`config.mk`:
```
export PLATFORM = sky130hd
export DESIGN_NAME = ptsa_ram
export DESIGN_NICKNAME = d
export VERILOG_FILES = /design/src/hw/rtl/ptsa_ram.sv
export SDC_FILE = /design/constraint.sdc
export NUM_CORES = 1
export LEC_CHECK = 0
export ABC_CLOCK_PERIOD_IN_PS = 2000
export BUFFER_PORTS_ARGS = -buffer_cell sky130_fd_sc_hd__buf_2
export CORE_UTILIZATION = 60
export CTS_BUF_LIST = sky130_fd_sc_hd__clkbuf_2 sky130_fd_sc_hd__clkbuf_4 sky130_fd_sc_hd__clkbuf_8
export CTS_CLUSTER_DIAMETER = 60
export DETAILED_ROUTE_END_ITERATION = 16
export HOLD_SLACK_MARGIN = 0.1
export PLACE_DENSITY = 0.78
export RECOVER_POWER = 100
export SETUP_SLACK_MARGIN = 0.5
export SYNTH_ARGS = -nofsm -noshare
export SYNTH_HDL_FRONTEND = slang
export SYNTH_SLANG_ARGS = --single-unit
```
`constraint.sdc`:
```
create_clock -name clk -period 2 [get_ports clk]
set_input_delay 0.3 -clock clk [delete_from_list [all_inputs] [get_ports clk]]
set_output_delay 0.3 -clock clk [all_outputs]
set_load 0.01 [all_outputs]
```
`src/hw/rtl/ptsa_ram.sv`:
```
// ----------------------------------------------------------------------------
// ptsa_ram: generic single-port-write, one-read RAM
// Read data is registered.
// ----------------------------------------------------------------------------
module ptsa_ram #(
	parameter int Width = 8,
	parameter int Depth = 16
) (
	input  logic                     clk,
	input  logic                     we,
	input  logic [$clog2(Depth)-1:0] waddr,
	input  logic [Width-1:0]         wdata,
	input  logic [$clog2(Depth)-1:0] raddr,
	output logic [Width-1:0]         rdata
);
	logic [Width-1:0] mem [Depth];

	always_ff @(posedge clk) begin
		if (we) begin
			mem[waddr] <= wdata;
		end
		rdata <= mem[raddr];
	end
endmodule

```
Word-level counts from Yosys, hierarchy flattened
Memory sizes are Yosys's and may differ from the RTL's. A register that Yosys moved wholly into a read port is not among the register bits.
Index checks and enable logic that the tools add are counted.

operators by class
  multiplexer cells = 2

operators with widths
  kind               number
  two-way mux 1 bit  2

storage, ports and cells
  word-level logic and storage cells = 3
  output and inout bits = 8
  memories kept = 1
  bits in writable memories = 128
  input bits = 18
  register bits after elaboration = 0

memory list
  name  words  width  rd ports  clocked after memory_dff  wr ports  line  source
  mem   16     8      1         1                         1         16    logic [Width-1:0] mem [Depth];

Logic depth before layout (Yosys ltp)
  depth after elaboration = 2
  mapped depth = 5
  mapped depth without buffers = 3

Least setup slack after synthesis
No wires, ideal clock.

  kind = input port to flip-flop
  start point = input port waddr[2]
  end point = memory mem[0][0] (enable)
  arrival time = 1410 ps
  data required time = 1617 ps
  stages on the path = 2
  slack = 207 ps
  library setup time = 383 ps
  path buffers = 0
  cells stage by stage = or3b_2 > nor3_1

RTL lines
  what                line  source
  start: declaration  11    input logic [$clog2(Depth)-1:0] waddr,
  end: declaration    16

No word-level cell before the write port.

Final worst setup path
  start point = input port we
  end point = memory mem[0][0] (enable)

on the way
  longest elaborated chain between the ends = 2

RTL lines
  what                                     line  source
  start: declaration                       10    input logic we,
  two-way mux 1 bit                        19    if (we) begin
  two-way mux 1 bit (implied by the code)  20    mem[waddr] <= wdata;

Every way passes these cells.

==> results.json <==
{
  "crit_path_start_kind": "input pin",
  "wl_per_cell_um": 21.8,
  "cp_slowest_cell": "or3b_2",
  "synth.most_common_cell": "edfxtp_1",
  "postRouteAntennaNets": 0,
  "die_area_um2": 8950,
  "core_um2": 8260,
  "first_pass_iters": 4,
  "rsz0062_at_grt": "no",
  "synth-compound-area-share_pct": 2.33,
  "criticalPathCategory": "input pin to register",
  "synthTopCellsByCount": "edfxtp_1, mux4_2, a22oi_1, mux4_1, nor2_1",
  "fin_nets": 305,
  "grt_pass1_wl_mm": 13.2,
  "drcViolationCount": 0,
  "synth_top_family_by_area": "multiplexers",
  "synth_top_cell_area_share_pct": 74.7,
  "cts_root_buffer": "clkbuf_8",
  "arrival_ps": 1520,
  "num_antenna_cells": 0,
  "synth-simple-area-share_pct": 3.18,
  "antenna_found_initial": 0,
  "synth_seq_cells": 136,
  "cts_tree": "built",
  "area_growth_syn_to_layout_pct": 14.5,
  "multi_input_area_um2": 1060,
  "powerDensity_nw_per_um2": 1010,
  "initial_core_util_pct": 62.3,
  "power_leakage_nw": 1.92,
  "hold_viol_final": 0,
  "crit_fanout": 8,
  "tightest_slew_ps": 691,
  "clockBufferDepth": 2,
  "synth_cell_types": 19,
  "fmaxAchievable_ghz": 0.679,
  "synthCells": 229,
  "ctsResizeCount": 0,
  "gp_congestion": 0.772,
  "final.min_clock_period_ps": 1470,
  "track_usage_pct": 22.1,
  "async_flop_share_pct": 0,
  "die_x_um": 94.6,
  "rows": 33,
  "overflow": 0,
  "cts_hold_repair.buffers": 0,
  "vias": 2392,
  "synth_largest_area_cell": "edfxtp_1",
  "yosys_warnings": 0,
  "synth_edf_count": 128,
  "dpl.hpwl_mm": 5.83,
  "drt-initial-drc-count": 206,
  "fillers": 532,
  "critPathCaptureType": "register",
  "syn-num-nets": 247,
  "cp_top_family": "simple AND/OR/NAND/NOR gates",
  "ys_seq_area_share_pct": 77.8,
  "h-tree-depth": 4,
  "clkSinkCount": 136,
  "cts_inserted_buffers": 17,
  "synthTopCellsByArea": "edfxtp_1, mux4_2, mux4_1, dfxtp_1, a22oi_1",
  "fin_total_pwr_mw": 5.93,
  "post_cts_buffers": 0,
  "cpMostUsedCell": "clkbuf_1",
  "maxCapViolCount": 0,
  "critPathRequiredTime_ps": 2050,
  "worst_ir_drop_vdd_mv": 0.593,
  "clk_pin_slew_ps": 80,
  "path_buf_inv": 2,
  "clk_latency_ps": 420,
  "crit_chain": "clkbuf_1, or3b_2, nor3_1, clkbuf_1",
  "finalCritPeriodShare_pct": 73.6,
  "synthMuxAreaShare_pct": 15.0,
  "synth-xor-area-share_pct": 0,
  "wl_mm": 8.84,
  "synth_fa_ha_area_share_pct": 0,
  "relSlewSlack_pct": 53.9,
  "hold_class": "input pin to register",
  "ff_latch_area_um2": 4000,
  "drive_gt1_share_pct": 21.0,
  "synth_area_um2": 5150,
  "final.setup.tns_ps": 0,
  "setup-violations-final": 0,
  "port-buffer-count": 25,
  "fin_skew_ps": 11.5,
  "status": "complete, no violations",
  "io_pins": 26,
  "synth_flop_cell": "edfxtp_1",
  "syn_area_per_cell_um2": 22.5,
  "grt_max_degree": 17,
  "via_per_inst": 5.91,
  "grt_pass1_vias": 2412,
  "slowest_delay_ps": 520,
  "maxSlewViolCount": 0,
  "die_y_um": 94.6
}
-- per-layer routing --
metal | wire length, µm | track usage [%] | vias to the layer above
met5 | 0 | 0 | -
li1 | - | - | 1090
met2 | 4440 | 33.5 | 77
met4 | 98 | 9.47 | 0
met3 | 493 | 5.72 | 8
met1 | 3810 | 31.0 | 1217
-- cells in the final DEF, fill, tap and decap left out --
cell        instances
nand2b_1            2
and2b_1             1
clkinvlp_4          2
buf_4               4
nand3_1             1
buf_12              3
clkbuf_1           37
nor3_1              4
nand2_1             9
buf_2               5
nor2b_1             1
dfxtp_1             8
nor2_1             13
bufinv_16           4
mux4_2             18
mux4_1             14
clkinv_4            3
or3b_2              1
a22oi_1            16
inv_6               6
edfxtp_1          128
and2_1              1
nand3b_1            2
clkbuf_8           17
-- stage by stage --
| stage | worst slack, ps | instances | hold slack, ps | util, % | instance area (µm²) |
|---|---|---|---|---|---|
| floorplan | 434 | 229 | 399 | - | 5150 |
| global placement | 310 | 373 | 654 | 67.1 | 5540 |
| detailed placement | 314 | 373 | 664 | 67.1 | 5540 |
| finish | 527 | 405 | 388 | 71.4 | 5890 |
| global route | 474 | 405 | 416 | 71.4 | 5890 |
| CTS | 648 | 405 | 245 | 72.5 | 5990 |
-- where the power goes --
part           internal, mW  switching, mW
registers              3.18         0.0175
logic                 0.123          0.166
clock network          1.39           1.05
total                  4.69           1.23
-- path summary, 6_finish.rpt --
kind                                   to  slack, ps  cells past startpoint       start
worst min register to register   rdata[4]        670                      3  mem[14][4]
worst min-delay path            mem[7][4]        390                      1    wdata[4]
worst max-delay path            mem[0][0]        530                      4          we
worst max register to register   rdata[0]        640                      3   mem[2][0]
-- cells by family after synthesis --
kind of cell	count (synthesis)
buffers and inverters	10
AO/OA/AOI/OAI	16
flip-flops	136
multiplexers	32
AND/OR/NAND/NOR	35
-- sequential cells by signal (all words and copies together), names as in the netlist --
signal,flops
rdata,8
mem,128
-- cell type report --
cell class | count | area share (%)
sequential | 136 | 67.9
clock buffer | 17 | 3.97
clock inverter | 15 | 3.63
multi-input combinational | 83 | 17.9
tap | 105 | 2.23
timing repair buffer | 49 | 4.31
(Power assumes the default switching activity.)
