==> config.mk <==
export PLATFORM = sky130hd
export DESIGN_NAME = ptsa_stat
export DESIGN_NICKNAME = d
export VERILOG_FILES = /design/src/hw/rtl/ptsa_pkg.sv /design/src/hw/rtl/ptsa_stat.sv
export SDC_FILE = /design/constraint.sdc
export NUM_CORES = 2
export LEC_CHECK = 0
export BUFFER_PORTS_ARGS = -buffer_cell sky130_fd_sc_hd__buf_4
export CORE_MARGIN = 5
export CORE_UTILIZATION = 63
export CTS_CLUSTER_DIAMETER = 120
export CTS_CLUSTER_SIZE = 20
export DETAILED_ROUTE_END_ITERATION = 8
export PLACE_DENSITY = 0.81
export SLEW_MARGIN = 0
export SYNTH_ARGS = -nofsm -noshare
export SYNTH_HDL_FRONTEND = slang
export SYNTH_SLANG_ARGS = --single-unit
==> constraint.sdc <==
create_clock -name clk -period 16.1 [get_ports clk]
set_input_delay 0.805 -clock clk [delete_from_list [all_inputs] [get_ports clk]]
set_output_delay 0.805 -clock clk [all_outputs]
set_load 0.005 [all_outputs]
==> src/hw/rtl/ptsa_pkg.sv <==
// ----------------------------------------------------------------------------
// ptsa_pkg: shared types and constants of the per-target stats accumulator
// Field widths, the per-server memory word, the input word and the report row.
// ----------------------------------------------------------------------------
package ptsa_pkg;
	localparam int PktW = 40;
	localparam int ByteW = 48;
	localparam int SumW = 40;
	localparam int SqW = 64;
	localparam int CntW = 32;
	localparam int LatW = 24;
	localparam int LenW = 16;
	localparam int TickW = 24;
	localparam int IdxW = 4;
	localparam int EntryW = PktW + ByteW + SumW + SqW + CntW;

	localparam logic FUNC_PACKET = 1'b0;
	localparam logic FUNC_TICK = 1'b1;
	localparam logic CFG_ACTIVE = 1'b0;
	localparam logic CFG_INTERVAL = 1'b1;

	typedef struct packed {
		logic [PktW-1:0]  pkts;
		logic [ByteW-1:0] bytes;
		logic [SumW-1:0]  sum;
		logic [SqW-1:0]   sqsum;
		logic [CntW-1:0]  cnt;
	} entry_t;

	typedef struct packed {
		logic            func;
		logic [IdxW-1:0] server_index;
		logic [LenW-1:0] packet_length;
		logic [LatW-1:0] latency;
	} in_word_t;

	typedef struct packed {
		logic [IdxW-1:0]  report_server;
		logic [PktW-1:0]  packet_count;
		logic [ByteW-1:0] byte_count;
		logic [LatW-1:0]  latency_mean;
		logic [LatW-1:0]  latency_sdev;
		logic             last_row;
	} out_word_t;
endpackage

==> src/hw/rtl/ptsa_stat.sv <==
// ----------------------------------------------------------------------------
// ptsa_stat: mean and deviation unit
// Sequential: divides sum and square sum by the sample count (one quotient
// bit per cycle each), then takes an integer square root two bits a cycle.
// ----------------------------------------------------------------------------
module ptsa_stat (
	input  logic                      clk,
	input  logic                      arst_n,
	input  logic                      start,
	input  logic [ptsa_pkg::SumW-1:0] sum,
	input  logic [ptsa_pkg::SqW-1:0]  sqsum,
	input  logic [ptsa_pkg::CntW-1:0] cnt,
	output logic                      done,
	output logic [ptsa_pkg::LatW-1:0] mean,
	output logic [ptsa_pkg::LatW-1:0] sd
);
	localparam logic [1:0] ST_IDLE = 2'd0;
	localparam logic [1:0] ST_DIV = 2'd1;
	localparam logic [1:0] ST_SUB = 2'd2;
	localparam logic [1:0] ST_SQRT = 2'd3;

	logic [1:0]  state_q;
	logic [6:0]  step_q;
	logic [63:0] qs_q, qq_q, rs_q, rq_q;
	logic [31:0] d_q;
	logic [63:0] v_q, res_q, bit_q;
	logic [47:0] msq_q;
	logic        zero_q;
	logic [64:0] rs_n, rq_n;
	logic [63:0] mclamp;

	assign rs_n = {rs_q, qs_q[63]};
	assign rq_n = {rq_q, qq_q[63]};
	assign mclamp = (qs_q > 64'hFFFFFF) ? 64'hFFFFFF : qs_q;

	always_ff @(posedge clk or negedge arst_n) begin
		if (!arst_n) begin
			state_q <= ST_IDLE;
			done <= 1'b0;
		end else begin
			done <= 1'b0;
			case (state_q)
				ST_IDLE: begin
					if (start) begin
						zero_q <= (cnt == '0);
						d_q <= cnt;
						qs_q <= {24'd0, sum};
						qq_q <= sqsum;
						rs_q <= '0;
						rq_q <= '0;
						step_q <= '0;
						state_q <= ST_DIV;
					end
				end
				ST_DIV: begin
					// Restoring division, both dividends share the divisor.
					if (rs_n >= {33'd0, d_q}) begin
						rs_q <= 64'(rs_n - {33'd0, d_q});
						qs_q <= {qs_q[62:0], 1'b1};
					end else begin
						rs_q <= rs_n[63:0];
						qs_q <= {qs_q[62:0], 1'b0};
					end
					if (rq_n >= {33'd0, d_q}) begin
						rq_q <= 64'(rq_n - {33'd0, d_q});
						qq_q <= {qq_q[62:0], 1'b1};
					end else begin
						rq_q <= rq_n[63:0];
						qq_q <= {qq_q[62:0], 1'b0};
					end
					step_q <= 7'(step_q + 7'd1);
					if (step_q == 7'd63) begin
						state_q <= ST_SUB;
					end
				end
				ST_SUB: begin
					mean <= mclamp[23:0];
					msq_q <= mclamp[23:0] * mclamp[23:0];
					state_q <= ST_SQRT;
					res_q <= '0;
					bit_q <= 64'h4000_0000_0000_0000;
					step_q <= '0;
				end
				ST_SQRT: begin
					if (step_q == 7'd0) begin
						v_q <= (qq_q > {16'd0, msq_q}) ? qq_q - {16'd0, msq_q} : '0;
						step_q <= 7'd1;
					end else if (bit_q == '0) begin
						sd <= zero_q ? '0 : ((res_q > 64'hFFFFFF) ? 24'hFFFFFF : res_q[23:0]);
						if (zero_q) begin
							mean <= '0;
						end
						done <= 1'b1;
						state_q <= ST_IDLE;
					end else begin
						if (v_q >= res_q + bit_q) begin
							v_q <= v_q - (res_q + bit_q);
							res_q <= (res_q >> 1) + bit_q;
						end else begin
							res_q <= res_q >> 1;
						end
						bit_q <= bit_q >> 2;
					end
				end
				default: state_q <= ST_IDLE;
			endcase
		end
	end

	a_done_pulse: assert property (@(posedge clk) disable iff (!arst_n)
		done |=> !done) else $error("done held");
	a_start_idle: assert property (@(posedge clk) disable iff (!arst_n)
		done |-> state_q == ST_IDLE) else $error("done outside idle");
	a_mean_zero: assert property (@(posedge clk) disable iff (!arst_n)
		(done && zero_q) |=> (mean == '0 && sd == '0)) else $error("empty nonzero");
endmodule

==> After elaboration in Yosys (flattened, before gate mapping) <==
Index checks and enable logic that the tools add are counted.
{ "classes": {"addsub": 7, "mul": 1, "n_lt_le_gt_ge": 6, "n_eq_ne": 12, "mux": 39, "n_bitwise": 1, "reduce_logical": 16} }
{ "op_table": {"columns": ["op", "count"], "rows": [
  ["64-bit two-way mux", 14],
  ["64-bit one-hot mux with 2 select lines", 6],
  ["65-bit by 32-bit greater-or-equal comparator with 1-bit output", 2],
  ["64-bit by 24-bit > comparator with 1-bit output (second input constant)", 2],
  ["64-bit by 32-bit subtractor with 64-bit output", 2],
  ["24-bit two-way mux", 5],
  ["63-bit by 64-bit adder with 64-bit output", 1],
  ["64-bit adder", 1],
  ["64-bit greater-or-equal comparator", 1],
  ["64-bit by 48-bit > comparator with 1-bit output", 1],
  ["64-bit zero test", 1],
  ["64-bit by 48-bit subtractor with 64-bit output", 1],
  ["64-bit subtractor", 1],
  ["24-bit by 24-bit multiplier with 48-bit output", 1],
  ["24-bit one-hot mux with 2 select lines", 1],
  ["32-bit zero test", 1],
  ["7-bit one-hot mux with 4 select lines", 1],
  ["2-bit != test (second input constant)", 8],
  ["4-bit AND reduction", 4],
  ["7-bit two-way mux", 2],
  ["3-bit AND reduction", 3],
  ["2-bit two-way mux", 4],
  ["2-bit one-hot mux with 4 select lines", 1],
  ["7-bit by 1-bit adder with 7-bit output (second input constant)", 1],
  ["10 further kinds", 17]
]} }
{ "totals": {"register_bits": 587, "in_bits": 139, "out_inout_bits": 49} }

==> Depth between registers and ports, before layout <==
{ "depth": {"ltp_word": 6, "ltp_mapped": 37} }

==> Worst setup path after synthesis <==
OpenSTA, ideal clock, no wires.
{ "synth_timing": {"path_type": "reg2reg", "start": "register state_q[1]", "end": "register qq_q[0], enable pin", "setup_ns": 0.906, "t_arrival_ns": 12.440, "required_ns": 15.194, "setup_slack_ns": 2.754, "stages_incl_launch_ff": 7, "period_less_slack_ns": 13.346, "path_cell_list": "dfrtp_1 inv_1 ha_1 clkbuf_1 clkbuf_1 mux2i_1 nor2b_1"} }
{ "synth_between": {"elab_chain_len": 3, "elab_cells_between_ends": 5, "cone_classes": "eq/ne (2); reduce/logical (3)"} }
{ "synth_lines": {"columns": ["element", "line_no", "source"], "rows": [
  ["start, declared", "ptsa_stat.sv:22", "logic [1:0] state_q;"],
  ["start signal, assigned", "ptsa_stat.sv:38", "state_q <= ST_IDLE;"],
  ["start signal, assigned", "ptsa_stat.sv:52", "state_q <= ST_DIV;"],
  ["start signal, assigned", "ptsa_stat.sv:73", "state_q <= ST_SUB;"],
  ["2-bit by 1-bit == test with 1-bit output or 2-bit zero test (tied branches)", "ptsa_stat.sv:42", "case (state_q)"],
  ["2-bit nonzero test (no source line) or 2-bit != test (tied branches)", null, null],
  ["3-bit AND reduction (no source line) *", null, null],
  ["end signal, assigned", "ptsa_stat.sv:48", "qq_q <= sqsum;"],
  ["end signal, assigned", "ptsa_stat.sv:66", "qq_q <= {qq_q[62:0], 1'b1};"],
  ["end signal, assigned", "ptsa_stat.sv:69", "qq_q <= {qq_q[62:0], 1'b0};"],
  ["end, declared", "ptsa_stat.sv:24", "logic [63:0] qs_q, qq_q, rs_q, rq_q;"]
]} }
Every way passes the cells marked *; elsewhere a longest branch is shown, timed or not.
A chain may end at the register's enable or synchronous reset.

==> Worst setup path after layout <==
{ "layout_timing": {"start": "register qs_q[38]", "end": "register msq_q[46] (data pin)"} }
{ "layout_between": {"elab_chain_len": 3} }
{ "layout_lines": {"columns": ["element", "line_no", "source"], "rows": [
  ["start, declared", "ptsa_stat.sv:24", null],
  ["start signal, assigned", "ptsa_stat.sv:47", "qs_q <= {24'd0, sum};"],
  ["start signal, assigned", "ptsa_stat.sv:59", "qs_q <= {qs_q[62:0], 1'b1};"],
  ["start signal, assigned", "ptsa_stat.sv:62", "qs_q <= {qs_q[62:0], 1'b0};"],
  ["64-bit by 24-bit > comparator with 1-bit output", "ptsa_stat.sv:34", "assign mclamp = (qs_q > 64'hFFFFFF) ? 64'hFFFFFF : qs_q;"],
  ["24-bit two-way mux", "ptsa_stat.sv:34", null],
  ["24-bit by 24-bit multiplier with 48-bit output", "ptsa_stat.sv:78", "msq_q <= mclamp[23:0] * mclamp[23:0];"],
  ["end signal, assigned", "ptsa_stat.sv:78", null],
  ["end, declared", "ptsa_stat.sv:27", "logic [47:0] msq_q;"]
]} }
Every way passes these cells.

==> metrics.txt <==
# TYPE chip_impl_metric gauge
chip_impl_metric{name="area_fraction_in_compound_gates_after_synthesis",unit="%"} 13.3
chip_impl_metric{name="setup_ws",unit="ns"} 5.52
chip_impl_info{name="final_common_cell",value="inv_1"} 1
chip_impl_metric{name="detailedRoute.firstPassIterationCount",unit=""} 5
chip_impl_info{name="crit_path_top_delay_cell",value="nor2_1"} 1
chip_impl_metric{name="post_synth_instance_area",unit="um^2"} 53300
chip_impl_metric{name="p_int",unit="mW"} 4.67
chip_impl_metric{name="skew",unit="ns"} 0.0447
chip_impl_metric{name="area_delta_synth_final",unit="%"} 6.29
chip_impl_metric{name="die_w",unit="um"} 301
chip_impl_metric{name="place_congestion",unit=""} 0.977
chip_impl_metric{name="p_sw",unit="mW"} 3.72
chip_impl_metric{name="critical_path.max_stage_delay",unit="ns"} 0.73
chip_impl_metric{name="fmax",unit="GHz"} 0.0946
chip_impl_metric{name="cp.required",unit="ns"} 16.42
chip_impl_info{name="clock_tree_from_tritoncts",value="yes"} 1
chip_impl_metric{name="period_needed",unit="ns"} 10.58
chip_impl_metric{name="global_route.usage.met2",unit="%"} 49.4
chip_impl_metric{name="die_y",unit="um"} 301
chip_impl_info{name="synth_top_flop_cell",value="edfxtp_1"} 1
chip_impl_info{name="grt-busiest-layer",value="met2"} 1
chip_impl_metric{name="crit_arrival",unit="ns"} 10.89
chip_impl_metric{name="holdBufCountCts",unit=""} 0
chip_impl_metric{name="insertion_delay",unit="ns"} 0.59
chip_impl_info{name="timing.hold.worst.class",value="in -> async"} 1
chip_impl_metric{name="syn_nets",unit=""} 6522
chip_impl_metric{name="final.setup.tns",unit="ns"} 0
chip_impl_metric{name="placed_cells",unit=""} 6686
chip_impl_metric{name="wl_per_cell",unit="um"} 20.8
chip_impl_metric{name="drc",unit=""} 0
chip_impl_metric{name="depth_of_the_worst_register_to_register_path",unit=""} 33
chip_impl_metric{name="post-cts-setup-buffers",unit=""} 0
chip_impl_metric{name="drv_slew",unit=""} 0
chip_impl_metric{name="muxShareOfSynthArea",unit="%"} 2.51
chip_impl_metric{name="detailed_router_s_first_iteration_violation_count",unit=""} 3587
chip_impl_metric{name="netlist-cell-type-count",unit=""} 88
chip_impl_metric{name="power.ir.vdd_worst",unit="V"} 0.000155
chip_impl_info{name="worst_r2r_endpoint",value="msq_q[46]"} 1
chip_impl_info{name="synth_top_family_by_area",value="adder cells"} 1
chip_impl_metric{name="gr-total-overflow",unit=""} 0
chip_impl_info{name="result_of_the_run",value="completed"} 1
chip_impl_metric{name="power.share.sequential",unit="%"} 31.5
chip_impl_metric{name="synth-simple-area-share",unit="%"} 13.9
chip_impl_metric{name="global_routing_met3_resource_utilization",unit="%"} 5.90
chip_impl_metric{name="synthArstFlopShare",unit="%"} 0.542
chip_impl_metric{name="setup.reg_to_reg.worst_slack",unit="ns"} 5.52
chip_impl_metric{name="comb_power_share",unit="%"} 57.6
chip_impl_metric{name="critPathMaxFanout",unit=""} 30
chip_impl_info{name="cp-end-kind",value="flip-flop"} 1
chip_impl_info{name="worst-setup-path-type",value="reg -> reg"} 1
chip_impl_metric{name="register_bit_total_from_synthesis",unit=""} 554
chip_impl_metric{name="post-place-ws",unit="ns"} 5.65
chip_impl_metric{name="count_of_flip_flops_with_a_built_in_enable_after_synthesis",unit=""} 551
chip_impl_metric{name="post_synth_fa_ha_maj_area_fraction",unit="%"} 25.9
chip_impl_metric{name="cts.path.max_buffers",unit=""} 3
chip_impl_info{name="cts-root-buf",value="clkbuf_16"} 1
chip_impl_metric{name="synth_xor_area_share",unit="%"} 6.36
chip_impl_metric{name="rel_slew_slack",unit="%"} 22.8
chip_impl_metric{name="initial_antenna_violation_count",unit=""} 5
chip_impl_metric{name="portBuffers",unit=""} 187
chip_impl_info{name="setup.worst_path.start",value="qs_q[38]"} 1
chip_impl_metric{name="wirelength",unit="um"} 140000
chip_impl_metric{name="gr-usage-all-layers",unit="%"} 30.7
chip_impl_metric{name="timing_worst_slew_pin_value",unit="ns"} 1.16
chip_impl_metric{name="share_clk_of_total_power",unit="%"} 10.9
chip_impl_metric{name="initial_core_util",unit="%"} 63.6
chip_impl_metric{name="drv_cap",unit=""} 0
chip_impl_metric{name="first_pass_grt_wire_length",unit="um"} 222000
chip_impl_metric{name="instances_no_fill",unit=""} 6738
chip_impl_metric{name="synthesis.yosys.warnings",unit=""} 0
chip_impl_info{name="worst_r2r_startpoint",value="qs_q[38]"} 1
chip_impl_metric{name="multiInputGateArea",unit="um^2"} 33100
chip_impl_metric{name="cts_resized",unit=""} 0
chip_impl_metric{name="power.leakage",unit="nW"} 24.3
chip_impl_metric{name="first_global_vias",unit=""} 41431
chip_impl_metric{name="cellPowerDensity",unit="nW/um^2"} 148
chip_impl_metric{name="regArea",unit="um^2"} 16600
chip_impl_metric{name="cts.htree.levels",unit=""} 2
chip_impl_metric{name="cts.clk_slew.worst_paths",unit="ns"} 0.09
chip_impl_metric{name="postRouteAntennaNets",unit=""} 0
chip_impl_metric{name="post_route_cells_drive_above_1_share",unit="%"} 7.86
chip_impl_metric{name="number_of_buffers_created_by_cts",unit=""} 35
chip_impl_metric{name="grt_start_max_net_pins",unit=""} 175
chip_impl_metric{name="final_net_count",unit=""} 6574
chip_impl_metric{name="grtUsageMet1",unit="%"} 41.7
chip_impl_metric{name="placement_rows",unit=""} 106
chip_impl_metric{name="setup_viol_count_final",unit=""} 0
chip_impl_metric{name="post_synth_inst_count",unit=""} 5537
chip_impl_metric{name="dp.final_hpwl",unit="um"} 109000
chip_impl_metric{name="detailroute.via_count",unit=""} 41107
chip_impl_metric{name="cts_sinks",unit=""} 554
chip_impl_metric{name="power_switching_share",unit="%"} 44.3
chip_impl_metric{name="coreArea",unit="um^2"} 83800
chip_impl_metric{name="fp.dieArea",unit="um^2"} 90500
chip_impl_info{name="startpoint_class_of_the_critical_path",value="flip-flop"} 1
chip_impl_metric{name="timing.final.crit_share",unit="%"} 65.7
chip_impl_metric{name="synthesis.area_per_instance",unit="um^2"} 9.62
chip_impl_info{name="most-common-layout-cells",value="745 x inv_1, 551 x edfxtp_1, 482 x nor2_1, 447 x nand2_1, 429 x fa_1"} 1
chip_impl_info{name="crit_path_frequent_cell",value="inv_1"} 1
chip_impl_metric{name="route.detailed.vias_per_inst",unit=""} 6.10
chip_impl_metric{name="num_io_pins",unit=""} 188
chip_impl_metric{name="nFillCells",unit=""} 6616
chip_impl_info{name="unrepaired_setup_endpoints_after_global_routing",value="no"} 1
chip_impl_metric{name="sequential_to_total_area_share_from_yosys_stat",unit="%"} 31.2
chip_impl_metric{name="finalHoldViolations",unit=""} 0
==> worst max-delay path by stage <==
stage	depth (start not counted)	end	slack, ns
after detailed placement	33	msq_q[46]	5.65
after global placement	33	msq_q[46]	5.96
final	33	msq_q[46]	5.52
after floorplan	6	qq_q[0]	2.75
after CTS	33	msq_q[46]	5.63
after global routing	34	msq_q[47]	5.11
==> through the flow <==
stage	total power, mW	cell area [um^2]	utilization [%]	hold WS [ns]
after global placement	7.25	55700	66.4	0.535
after detailed placement	7.36	55700	66.4	0.547
after CTS	8.31	56600	67.6	0.0146
final	8.39	56600	67.6	0.0365
after floorplan	6.33	53300	-	0.509
after global routing	8.99	56600	67.6	0.0146
==> power groups by stage <==
stage | Combinational [mW] | Sequential (mW) | Clock (mW)
after floorplan | 3.73 | 2.60 | 0
after global placement | 4.61 | 2.64 | 0
after detailed placement | 4.71 | 2.66 | 0
after CTS | 4.75 | 2.63 | 0.926
after global routing | 5.33 | 2.68 | 0.979
final | 4.83 | 2.65 | 0.911
==> per-layer routing <==
metal	up-vias	share of wire, %
met5	-	0
met4	0	4.5
met3	333	9.1
met2	1771	46
met1	19847	41
li1	19156	-
==> state kept, by name (all words and copies together), names as in the netlist, 32 cells and up <==
name and cells:
qq_q 64, qs_q 64, res_q 64, rq_q 64, rs_q 64, v_q 64, msq_q 47, bit_q 32
d_q 32
==> worst max-delay path: cells and delay by family (launching register included) <==
family	cells	cell delay [ns]
AOI/OAI and AO/OA	8	2.20
adders and majority gates	8	3.82
DFF	1	0.41
xor gates and xnor gates	1	0.09
buffers and inverters	9	1.27
and+or+nand+nor	7	2.53
==> synth_stat cells, drive strengths merged, types with 6 or more instances <==
master	n	area, um^2
and3	38	238
xor2	181	1590
and4	15	131
mux2i	18	180
mux2	103	1160
or2	27	169
a221o	6	60.1
o211ai	15	113
a31o	14	123
xnor2	206	1800
a21boi	13	97.6
inv	748	2810
o21bai	34	255
nor2b	52	325
buf	22	109
nand4	71	444
nand2b	35	219
fa	429	8590
nand3	75	380
a211o	13	114
ha	417	5220
or4	19	146
o31a	7	61.3
and2	92	576
clkbuf	183	688
nor4	62	403
nand2	449	1690
a221oi	10	87.6
nand3b	9	67.6
a31oi	73	457
edfxtp	551	16500
o21ai	207	1040
or3	43	274
nor3	67	335
nor2	483	1810
a21oi	330	1660
a211oi	47	353
o21a	31	233
a21o	176	1320
and3b	6	52.6
o22ai	60	375
a2111oi	6	71.3
o31ai	18	149
==> cell type report <==
cell class	count	share of cell area (%)
multi-input combinational	4027	58.5
tap	1134	2.51
sequential	554	29.3
clock buffer	44	1.61
clock inverter	4	0.0994
antenna	4	0.0177
inverter	751	4.98
timing repair buffer	220	2.94
==> kinds of logic (layout without fill, tap and decap cells) <==
kind of cell / Yosys count / in the layout
flip-flops: 554 / 554
adder cells (fa/ha/maj): 846 / 846
XOR/XNOR: 387 / 387
buffers and inverters: 956 / 1019
multiplexers: 121 / 121
AND/OR/NAND/NOR: 1561 / 1561
AO/OA/AOI/OAI: 1112 / 1112
other: 0 / 4
Note: power is estimated with default switching activity, not from simulation.
